$ cat src/sv/timed_action_command_queue_core_defines.svh
// Assertion macros shared by the command queue modules.
`ifndef TIMED_ACTION_COMMAND_QUEUE_CORE_DEFINES_SVH
`define TIMED_ACTION_COMMAND_QUEUE_CORE_DEFINES_SVH
`ifndef SYNTH
`define TACQ_ASSERT(lbl, prop, msg) \
	lbl: assert property (@(posedge clk) disable iff (!arst_n) prop) else $error(msg);
`define TACQ_NEVER(lbl, expr, msg) \
	lbl: assert property (@(posedge clk) disable iff (!arst_n) !(expr)) else $error(msg);
`else
`define TACQ_ASSERT(lbl, prop, msg)
`define TACQ_NEVER(lbl, expr, msg)
`endif
`endif

$ cat src/sv/tacq_pkg.sv
// Types and constants shared by the timed action command queue.
`timescale 1ns / 1ps

package tacq_pkg;

	// Default number of queue slots; the queue holds one command less.
	localparam int QUEUE_SLOTS_DEF = 16;

	// Action codes.
	localparam logic [1:0] ACT_ENQUEUE = 2'd0;
	localparam logic [1:0] ACT_POLL    = 2'd1;
	localparam logic [1:0] ACT_CLEAR   = 2'd2;
	localparam logic [1:0] ACT_NONE    = 2'd3;

	// Command type that starts a timed wait when released.
	localparam logic [2:0] CMD_WAIT = 3'd0;

	// One input request.
	typedef struct packed {
		logic [1:0]         action;
		logic [2:0]         cmd_type;
		logic signed [31:0] value_a;
		logic signed [31:0] value_b;
		logic signed [31:0] value_c;
		logic [31:0]        now_ms;
		logic               left_arm_busy;
		logic               right_arm_busy;
		logic               head_busy;
	} req_t;

	// One result.
	typedef struct packed {
		logic               dispatched;
		logic [2:0]         out_type;
		logic signed [31:0] out_a;
		logic signed [31:0] out_b;
		logic signed [31:0] out_c;
		logic               queue_empty;
		logic               overflow;
	} rsp_t;

	// One stored command.
	typedef struct packed {
		logic [2:0]  kind;
		logic [31:0] first;
		logic [31:0] second;
		logic [31:0] third;
	} slot_t;

	// Controller states.
	typedef enum logic [0:0] {
		S_IDLE,
		S_EXEC
	} state_t;

	// Commands from the controller to the datapath.
	typedef struct packed {
		logic capture;
		logic commit;
	} cmd_t;

endpackage

$ cat src/sv/tacq_ctrl.sv
// Controller state machine: request capture, commit and result handshake.
`timescale 1ns / 1ps
`include "timed_action_command_queue_core_defines.svh"

module tacq_ctrl (
	input  logic           clk,
	input  logic           arst_n,
	input  logic           req_valid,
	output logic           req_stall,
	output logic           rsp_valid,
	input  logic           rsp_stall,
	output tacq_pkg::cmd_t cmd
);

	tacq_pkg::state_t state_q;
	tacq_pkg::state_t state_next;
	logic             rsp_valid_q;
	logic             rsp_free;

	// The result register can take a new value when empty or being drained.
	assign rsp_free = !rsp_valid_q || !rsp_stall;

	// Next state.
	always_comb begin
		state_next = state_q;
		unique case (state_q)
			tacq_pkg::S_IDLE: begin
				if (req_valid) state_next = tacq_pkg::S_EXEC;
			end
			tacq_pkg::S_EXEC: begin
				if (rsp_free) state_next = tacq_pkg::S_IDLE;
			end
			default: state_next = tacq_pkg::S_IDLE;
		endcase
	end

	// Outputs of the state machine.
	always_comb begin
		req_stall   = 1'b1;
		cmd.capture = 1'b0;
		cmd.commit  = 1'b0;
		unique case (state_q)
			tacq_pkg::S_IDLE: begin
				req_stall   = 1'b0;
				cmd.capture = req_valid;
			end
			tacq_pkg::S_EXEC: begin
				cmd.commit = rsp_free;
			end
			default: begin
				req_stall = 1'b1;
			end
		endcase
	end

	// State register.
	always_ff @(posedge clk or negedge arst_n) begin
		if (!arst_n) begin
			state_q <= tacq_pkg::S_IDLE;
		end else begin
			state_q <= state_next;
		end
	end

	// The result is valid from its commit until the receiver takes it.
	always_ff @(posedge clk or negedge arst_n) begin
		if (!arst_n) begin
			rsp_valid_q <= 1'b0;
		end else if (cmd.commit) begin
			rsp_valid_q <= 1'b1;
		end else if (!rsp_stall) begin
			rsp_valid_q <= 1'b0;
		end
	end

	assign rsp_valid = rsp_valid_q;

	// A captured request is always executed in the following cycle or later.
	`TACQ_ASSERT(a_capture_exec, cmd.capture |=> state_q == tacq_pkg::S_EXEC, "capture lost")
	// A commit never overwrites a result that is still stalled.
	`TACQ_NEVER(a_no_overwrite, cmd.commit && rsp_valid_q && rsp_stall, "result overwritten")
	// Every commit presents a result in the next cycle.
	`TACQ_ASSERT(a_commit_valid, cmd.commit |=> rsp_valid_q, "result not shown")

endmodule

$ cat src/sv/tacq_dp.sv
// Datapath: slot memory, ring pointers, wait timer and result register.
`timescale 1ns / 1ps
`include "timed_action_command_queue_core_defines.svh"

module tacq_dp #(
	parameter int QUEUE_SLOTS = tacq_pkg::QUEUE_SLOTS_DEF
) (
	input  logic           clk,
	input  logic           arst_n,
	input  tacq_pkg::cmd_t cmd,
	input  tacq_pkg::req_t req,
	output tacq_pkg::rsp_t rsp
);

	localparam int PTR_W = (QUEUE_SLOTS > 1) ? $clog2(QUEUE_SLOTS) : 1;
	localparam logic [PTR_W-1:0] LAST = PTR_W'(QUEUE_SLOTS - 1);

	tacq_pkg::req_t req_q;
	tacq_pkg::slot_t mem_q [QUEUE_SLOTS];
	tacq_pkg::slot_t rd_q;
	tacq_pkg::rsp_t rsp_q;
	tacq_pkg::rsp_t rsp_next;
	logic [PTR_W-1:0] rp_q;
	logic [PTR_W-1:0] wp_q;
	logic [PTR_W-1:0] rp_inc;
	logic [PTR_W-1:0] wp_inc;
	logic [PTR_W-1:0] rp_new;
	logic [PTR_W-1:0] wp_new;
	logic [31:0]      wait_start_q;
	logic [31:0]      wait_length_q;
	logic             wait_active_q;
	logic [31:0]      elapsed;
	logic             waiting;
	logic             busy;
	logic             empty;
	logic             full;
	logic             do_enq;
	logic             do_send;
	logic             is_clear;

	// Ring pointer increments wrap at the last slot.
	assign rp_inc = (rp_q == LAST) ? '0 : rp_q + 1'b1;
	assign wp_inc = (wp_q == LAST) ? '0 : wp_q + 1'b1;

	// Queue state and dispatch conditions for the request in hand.
	assign empty    = (rp_q == wp_q);
	assign full     = (wp_inc == rp_q);
	assign busy     = req_q.left_arm_busy | req_q.right_arm_busy | req_q.head_busy;
	assign elapsed  = req_q.now_ms - wait_start_q;
	assign waiting  = wait_active_q && (elapsed < wait_length_q);
	assign do_enq   = (req_q.action == tacq_pkg::ACT_ENQUEUE) && !full;
	assign do_send  = (req_q.action == tacq_pkg::ACT_POLL) && !empty && !busy && !waiting;
	assign is_clear = (req_q.action == tacq_pkg::ACT_CLEAR);

	// Pointers after the request and the result that goes with it.
	always_comb begin
		rp_new = rp_q;
		wp_new = wp_q;
		if (is_clear) begin
			rp_new = LAST;
			wp_new = LAST;
		end else if (do_enq) begin
			wp_new = wp_inc;
		end else if (do_send) begin
			rp_new = rp_inc;
		end
		rsp_next.dispatched  = do_send;
		rsp_next.out_type    = do_send ? rd_q.kind : 3'd0;
		rsp_next.out_a       = do_send ? rd_q.first : 32'sd0;
		rsp_next.out_b       = do_send ? rd_q.second : 32'sd0;
		rsp_next.out_c       = do_send ? rd_q.third : 32'sd0;
		rsp_next.queue_empty = (rp_new == wp_new);
		rsp_next.overflow    = (req_q.action == tacq_pkg::ACT_ENQUEUE) && full;
	end

	// Request register, loaded when the controller accepts a request.
	always_ff @(posedge clk) begin
		if (cmd.capture) req_q <= req;
	end

	// Slot memory: written at the tail, read at the head's next slot every cycle.
	always_ff @(posedge clk) begin
		if (cmd.commit && do_enq) begin
			mem_q[wp_inc] <= '{kind: req_q.cmd_type, first: req_q.value_a,
				second: req_q.value_b, third: req_q.value_c};
		end
		rd_q <= mem_q[rp_inc];
	end

	// Pointers and wait timer.
	always_ff @(posedge clk or negedge arst_n) begin
		if (!arst_n) begin
			rp_q          <= LAST;
			wp_q          <= LAST;
			wait_start_q  <= '0;
			wait_length_q <= '0;
			wait_active_q <= 1'b0;
		end else if (cmd.commit) begin
			rp_q <= rp_new;
			wp_q <= wp_new;
			if (do_send) begin
				wait_active_q <= (rd_q.kind == tacq_pkg::CMD_WAIT);
				if (rd_q.kind == tacq_pkg::CMD_WAIT) begin
					wait_start_q  <= req_q.now_ms;
					wait_length_q <= rd_q.first;
				end
			end
		end
	end

	// Result register.
	always_ff @(posedge clk) begin
		if (cmd.commit) rsp_q <= rsp_next;
	end

	assign rsp = rsp_q;

	// Pointers never leave the slot range.
	`TACQ_NEVER(a_ptr_range, (rp_q > LAST) || (wp_q > LAST), "pointer out of range")
	// A committed clear leaves the queue empty.
	`TACQ_ASSERT(a_clear_empty, cmd.commit && is_clear |=> rp_q == wp_q, "clear not empty")
	// A refused enqueue leaves the tail where it was.
	`TACQ_ASSERT(a_ovf_hold, cmd.commit && rsp_next.overflow |=> $stable(wp_q), "tail moved")

endmodule

$ cat src/sv/timed_action_command_queue_core.sv
// Top level of the timed action command queue: controller and datapath.
//
// Usage: each request on the req channel carries an action (enqueue, poll,
// clear), a command type with three values, the current millisecond time
// and three actuator busy flags. Every request yields exactly one result on
// the rsp channel: the released command on a successful poll, the queue
// empty flag after the request, and an overflow flag for a refused enqueue.
// A request is taken at an edge where req_valid is high and req_stall low.
// The request is registered when taken; the controller then commits it in
// its execute state, loading the result register, and holds the commit
// while that register still has a stalled result. A new request is taken
// only in the idle state, so not before the last request is committed.
// The block takes a new request while an earlier result still waits; the
// commit of that request holds until the result register is free, so a
// stalled receiver stalls the request side after one more request.
// Reset: both ring pointers go to the last slot (queue empty), the wait
// timer is cleared and no result is valid. Slot contents stay undefined
// until written and need no clearing pass.
`timescale 1ns / 1ps

module timed_action_command_queue_core #(
	parameter int QUEUE_SLOTS = tacq_pkg::QUEUE_SLOTS_DEF
) (
	input  logic           clk,
	input  logic           arst_n,
	input  logic           req_valid,
	output logic           req_stall,
	input  tacq_pkg::req_t req,
	output logic           rsp_valid,
	input  logic           rsp_stall,
	output tacq_pkg::rsp_t rsp
);

	tacq_pkg::cmd_t cmd;

	// Controller.
	tacq_ctrl u_ctrl (
		.clk       (clk),
		.arst_n    (arst_n),
		.req_valid (req_valid),
		.req_stall (req_stall),
		.rsp_valid (rsp_valid),
		.rsp_stall (rsp_stall),
		.cmd       (cmd)
	);

	// Datapath.
	tacq_dp #(
		.QUEUE_SLOTS (QUEUE_SLOTS)
	) u_dp (
		.clk    (clk),
		.arst_n (arst_n),
		.cmd    (cmd),
		.req    (req),
		.rsp    (rsp)
	);

endmodule
$ cat config.mk
export PLATFORM = sky130hd
export DESIGN_NAME = timed_action_command_queue_core
export DESIGN_NICKNAME = d
export VERILOG_FILES = /design/src/sv/tacq_pkg.sv /design/src/sv/tacq_ctrl.sv /design/src/sv/tacq_dp.sv /design/src/sv/timed_action_command_queue_core.sv
export VERILOG_INCLUDE_DIRS = /design/src /design/src/sv
export SDC_FILE = /design/constraint.sdc
export NUM_CORES = 2
export LEC_CHECK = 0
export BUFFER_PORTS_ARGS = -buffer_cell sky130_fd_sc_hd__buf_2
export CORE_MARGIN = 4
export CORE_UTILIZATION = 58
export DETAILED_ROUTE_END_ITERATION = 8
export GPL_TIMING_DRIVEN = 0
export PLACE_DENSITY = 0.75
export SLEW_MARGIN = 5
export SYNTH_ARGS = -nofsm -noshare
export SYNTH_HDL_FRONTEND = slang
export SYNTH_SLANG_ARGS = --single-unit
export TNS_END_PERCENT = 100
$ cat constraint.sdc
create_clock -name clk -period 13 [get_ports clk]
set_clock_uncertainty 0.1 [all_clocks]
set_input_delay 1.95 -clock clk [delete_from_list [all_inputs] [get_ports clk]]
set_output_delay 1.95 -clock clk [all_outputs]
set_load 0.1 [all_outputs]
# [Word-level counts from Yosys, hierarchy flattened]
# Memories as Yosys holds them, arrays and structs flattened. A register that Yosys moved wholly into a read port is not among the register bits.
# Cells that the tools add are included.
# Widths: inputs -> output; s select.
[totals] wordCells=74 memories=1 input_bits=140 mem_bits_rw=1584 ff_bits=313 out_inout_bits=104
[memory_table] memory="u_dp.mem_q" depth=16 width=99 read_ports=1 rd_clocked_by_memory_dff=1 wr=1 line="tacq_dp.sv:19" rtl="tacq_pkg::slot_t mem_q [QUEUE_SLOTS];"
[op_classes] bitwise_logic=3 n_reduce_logical=18 addsub=3 eq_ne=8 n_lt_le_gt_ge=1 n_mux=17
[op_table] cell="$lt 32x32->1" count=1
[op_table] cell="$sub 32x32->32" count=1
[op_table] cell="$mux 4" count=7
[op_table] cell="$eq 4x4->1" count=3
[op_table] cell="$mux 1" count=9
[op_table] cell="$add 4x1->4 const B" count=2
[op_table] cell="$eq 4x4->1 const B" count=2
[op_table] cell="$logic_and 1x1->1" count=7
[op_table] cell="$logic_not 1->1" count=6
[op_table] cell="$logic_not 3->1" count=1
[op_table] cell="$reduce_and 3->1" count=1
[op_table] cell="$eq 2x1->1 const B" count=1
[op_table] cell="$eq 2x2->1 const B" count=1
[op_table] cell="$logic_not 2->1" count=1
[op_table] cell="$ne 2x1->1 const B" count=1
[op_table] cell="$or 1x1->1" count=2
[op_table] cell="$pmux 1 s2" count=1
[op_table] cell="$reduce_and 2->1" count=1
[op_table] cell="$logic_or 1x1->1" count=1
[op_table] cell="$not 1->1" count=1

# [Depth between registers and ports, before layout]
[logic_depth] ltp_word=9 depth_mapped=25 depth_no_buf=23

# [Hierarchy]
# From an unflattened synthesis, not the netlist that was laid out.
[hier_totals] cells_unflattened=3302 hier_area_um2=75197.1
[by_module_without_submodules] mod="tacq_dp" seq_area_each_um2=58531.1 n_inst=1 area_per_inst_um2=75113.3 cells_each=3296
[by_module_without_submodules] mod="tacq_ctrl" seq_area_each_um2=50.0 n_inst=1 area_per_inst_um2=83.8 cells_each=6

# [Least setup slack after synthesis]
# Ideal clock, no wire load.
[synth_path] path_type="input to register" from="input port req_valid" to="register u_dp.req_q[0] (netlist bit) (enable)" cell_stages=1 required_ns=12.254 n_path_buf=0 setup_time_ns=0.646 slack_ns=4.414 t_arrival_ns=7.840 cell_sequence="nor2b_1"
[synth_between] elab_chain_cells=1
[synth_rtl] element="from (decl)" line="timed_action_command_queue_core.sv:26" rtl="input logic req_valid,"
[synth_rtl] element="$mux 1" line="tacq_ctrl.sv:42" rtl="unique case (state_q)"
[synth_rtl] element="to (signal assigned)" line="tacq_dp.sv:78" rtl="if (cmd.capture) req_q <= req;"
[synth_rtl] element="to (decl)" line="tacq_dp.sv:18" rtl="tacq_pkg::req_t req_q;"
# Every way passes these cells.
# A chain may end at the register's enable or synchronous reset.

# [Worst setup path after layout]
[layout_path] from="register u_dp.req_q[4] (netlist bit)" to="register u_dp.rsp_q, in the netlist u_dp.rsp[37] (data pin)"
[layout_between] elab_chain_cells=5
[layout_rtl] element="$sub 32x32->32" line="tacq_dp.sv:49" rtl="assign elapsed = req_q.now_ms - wait_start_q;"
[layout_rtl] element="$lt 32x32->1" line="tacq_dp.sv:50" rtl="assign waiting = wait_active_q && (elapsed < wait_length_q);"
[layout_rtl] element="$logic_and 1x1->1" line="tacq_dp.sv:50"
[layout_rtl] element="$logic_not 1->1" line="tacq_dp.sv:52" rtl="assign do_send = (req_q.action == tacq_pkg::ACT_POLL) && !empty && !busy && !waiting;"
[layout_rtl] element="$logic_and 1x1->1" line="tacq_dp.sv:52"
[layout_rtl] element="to (signal assigned)" line="tacq_dp.sv:113" rtl="if (cmd.commit) rsp_q <= rsp_next;"
[layout_rtl] element="to (decl)" line="tacq_dp.sv:21" rtl="tacq_pkg::rsp_t rsp_q;"
# Every way passes these cells.

==> impl_results.md <==
* Status: finished, final reports clean
* Max-cap check violation count at 0
* Endpoint, Worst Hold: u_dp.wait_length_q[1]
* Worst Setup Start Kind: flop
* Hold Slack at 0.379 ns
* X dimension of the die at 368 um
* Starting Density at 58.6%
* Largest family of logic cells by synthesized area: multiplexers
* Top post-synthesis cells by count: edfxtp_1 (1822), mux4_2 (493), and2_1 (102)
* Reg power frac at 40.9%
* Mux contribution to synthesized area at 16.1%
* Crit path max fanout at 10
* Leak at 28.4 nW
* Placer Congestion at 0.802
* Area leader, netlist: edfxtp_1
* Non-filler cells, final at 5681
* Num CTS Buffers at 190
* Top Ports at 244
* Hold Crit Depth at 1
* DRT Pass-1 Iters at 6
* Reg clk slew, reported paths at 0.06 ns
* Share of cells above drive strength 1 at 30.9%
* Worst Setup SP: u_dp.req_q[4]
* Initial antenna violation count at 14
* First-pass GRT wire length at 262 mm
* Post_cts resized at 0
* RSZ-0062 raised after global routing: false
* Largest net degree at the start of global routing at 76
* Slew HR at 5.50%
* Switching Power at 6.58 mW
* WP buf/inv at 2
* Synth Area in Compound Gates at 1.23%
* Cell-internal power at 13.6 mW
* # nets final at 3995
* Ys Warns at 0
* Sw frac at 32.6%
* Async SR Flop Fraction at 3.76%
* Slowest stage cell, crit path: clkbuf_1
* Post-Synthesis Cells at 3260
* Port Buf Inserts at 243
* Total number of vias at 36.1k
* Slowest stage delay, CP at 0.81 ns
* Min-delay worst type: flop to flop
* Prevailing post-synth register cell: edfxtp_1
* Syn Area/Cell at 23.0 sq um
* TritonCTS clock tree: yes
* Worst setup EP type: flop
* Top cells by area, synth: edfxtp_1 (73%), mux4_2 (15%), dfxtp_1 (2.6%), dfrtp_1 (2.2%), ha_1 (1.1%)
* Post-DP HPWL at 107 mm
* Area grow syn2layout at 15.5%
* Starting DRT DRC Count at 4878
* Worst Reg-to-Reg Cells at 19
* Post-synth EDFFs at 1822
* Gr usage total at 27.1%
* Max VDD drop at 0.000172 V
* Hold wc startpoint: u_dp.rd_q[65]
* Yosys cell types at 63
* Critical Path, Cell by Cell: ha_1 -> nor2b_1 -> o31a_1 -> nor4_1 -> o21a_1 -> o31ai_1 -> o2111ai_1 -> a31oi_1 -> mux2i_1 -> nand4_1 -> ha_1 -> nand3_1 -> or2_1 -> nor4_1 -> nand2_1 -> o21ai_4 -> clkbuf_2 -> clkbuf_1 -> and2_1
* Grt ovf at 0
* Most common cell in the netlist: edfxtp_1
* Setup slack, reg-to-reg at 6.20 ns
* Flops & latches, synth at 1996
* Worst-Margin Slew at 1.42 ns
* CTS root buf: clkbuf_16
* Pwr Total at 20.2 mW
* Reg2reg start: u_dp.req_q[4]
* Placed insts at 5323
* Post-CTS Hold Buffers at 0
* Post-CTS Setup Inserts at 0
* Register area share after synthesis at 78.1%
* Crit share post-route at 52.3%
* Placed inst area at 80400 sq um
* Routed WL at 181 mm
* Synthesized Nets at 3469
* Maximum clock rate at 147 MHz
* CORE AREA at 128000 sq um
* Rows at 131
* Final std cell area, no fill at 86600 sq um
* Comb pwr share at 32.0%
* CTS Sinks at 1996
* Met1 wire length at 68.2 mm
* Vias/cell at 6.35
* Max Transition Viols Final at 0
* Routed WL per cell at 31.9 um
* Crit path required time at 13.52 ns
* Simple-Gate Fraction of Synth Area at 1.71%
* Reg2reg end: u_dp.rsp[37]
* Xor and xnor fraction of the mapped netlist area at 0.479%
* DRC at 0
* Vias in the first global route at 37.4k
* Clock power frac at 27.2%
* Post-Place Worst Slack at 6.08 ns
* Critical path's top delay family: compound AO/OA/AOI/OAI gates
* Max Used Layer: met5
* Detail Route Antenna Nets at 0
* Fin crit period at 6.80 ns
* Pwr/cell area at 233 nW/um^2
* Arr. time, crit path at 7.33 ns
* Clock Latency Late Sink at 0.82 ns
* Die Ht at 368 um
* DIE AREA at 135000 sq um
* DR WL met2 at 88.2 mm
* Crit Path Class: flop to flop
* Hold Vio Cnt, Final at 0
* Met3 wire len at 18.0 mm
* Htree depth at 4
* Share of the synthesized area in the top cell type at 73.0%
* Bufs on Longest Clock Path at 3
* Mapped cell area at 75000 sq um
* Adder-cell area share of the yosys netlist at 1.16%
* Final WS setup at 6.20 ns
* Final setup fails at 0
area by class of cell:
type | instances | area (sq um)
sequential | 1996 | 58600
fill | 7559 | 41400
multi-input combinational | 1053 | 15700
clock buffer | 273 | 5390
timing repair buffer | 334 | 3180
tap | 1729 | 2160
clock inverter | 79 | 772
buffer | 133 | 572
inverter | 78 | 298
antenna | 6 | 15.0
power by group through the flow:
stage | Sequential (mW) | Combinational (mW) | Clock, mW
floorplan | 9.00 | 3.71 | 0
global placement | 8.45 | 6.12 | 0
detailed placement | 8.36 | 6.37 | 0
CTS | 8.25 | 6.49 | 5.55
global route | 8.31 | 6.76 | 5.85
finish | 8.25 | 6.46 | 5.49
logic make-up (layout without fill, tap and decap cells):
family,Yosys count,after routing
simple gates,238,238
mux,566,566
compound gates,139,139
fa+ha+maj,69,69
flops,1996,1996
buf+inv,211,897
other cells,0,6
xor+xnor,41,41
how the worst max path moves through the flow:
stage / to / slack, ns / cells past startpoint
3_5_place_dp: u_dp.rsp[99] / 6.08 / 19
4_1_cts: u_dp.rsp[98] / 5.99 / 19
2_1_floorplan: u_dp.req_q[0] / 4.41 / 1
6_report: u_dp.rsp[37] / 6.20 / 19
3_3_place_gp: u_dp.req_q[86] / -2.19 / 2
5_1_grt: u_dp.rsp[37] / 5.59 / 19
sequential cells by signal, indices dropped and copies added, names as in the netlist, 4 cells and up:
name and cells:
u_dp.mem_q 1584, u_dp.rd_q 99, u_dp.req_q 136, u_dp.rp_q 4, u_dp.rsp 102, u_dp.wait_length_q 32, u_dp.wait_start_q 32, u_dp.wp_q 4
metrics by stage:
stage | utilization (%) | setup TNS, ns
5_1_grt | 67.7 | 0
2_1_floorplan | - | 0
3_3_place_gp | 61.2 | -336.67
4_1_cts | 67.7 | 0
3_5_place_dp | 62.8 | 0
6_report | 67.7 | 0
placed cells by master, fill, tap and decap left out, drive strengths merged, types with 39 or more instances in the layout:
master  instances
nor2           39
buf           393
ha             68
dfrtp          67
inv            81
clkinv         59
edfxtp       1822
mux2           64
nand2          42
clkbuf        347
and2          102
a21oi          45
dfxtp          99
mux4          493
layer usage:
| layer | GRT usage (%) | up-vias |
|---|---|---|
| met5 | 0 | - |
| met4 | 10.0 | 6 |
| met3 | 6.22 | 351 |
| met2 | 42.9 | 2203 |
| met1 | 37.7 | 18936 |
| li1 | - | 14584 |
No activity file was read; power rests on OpenSTA's default activity.
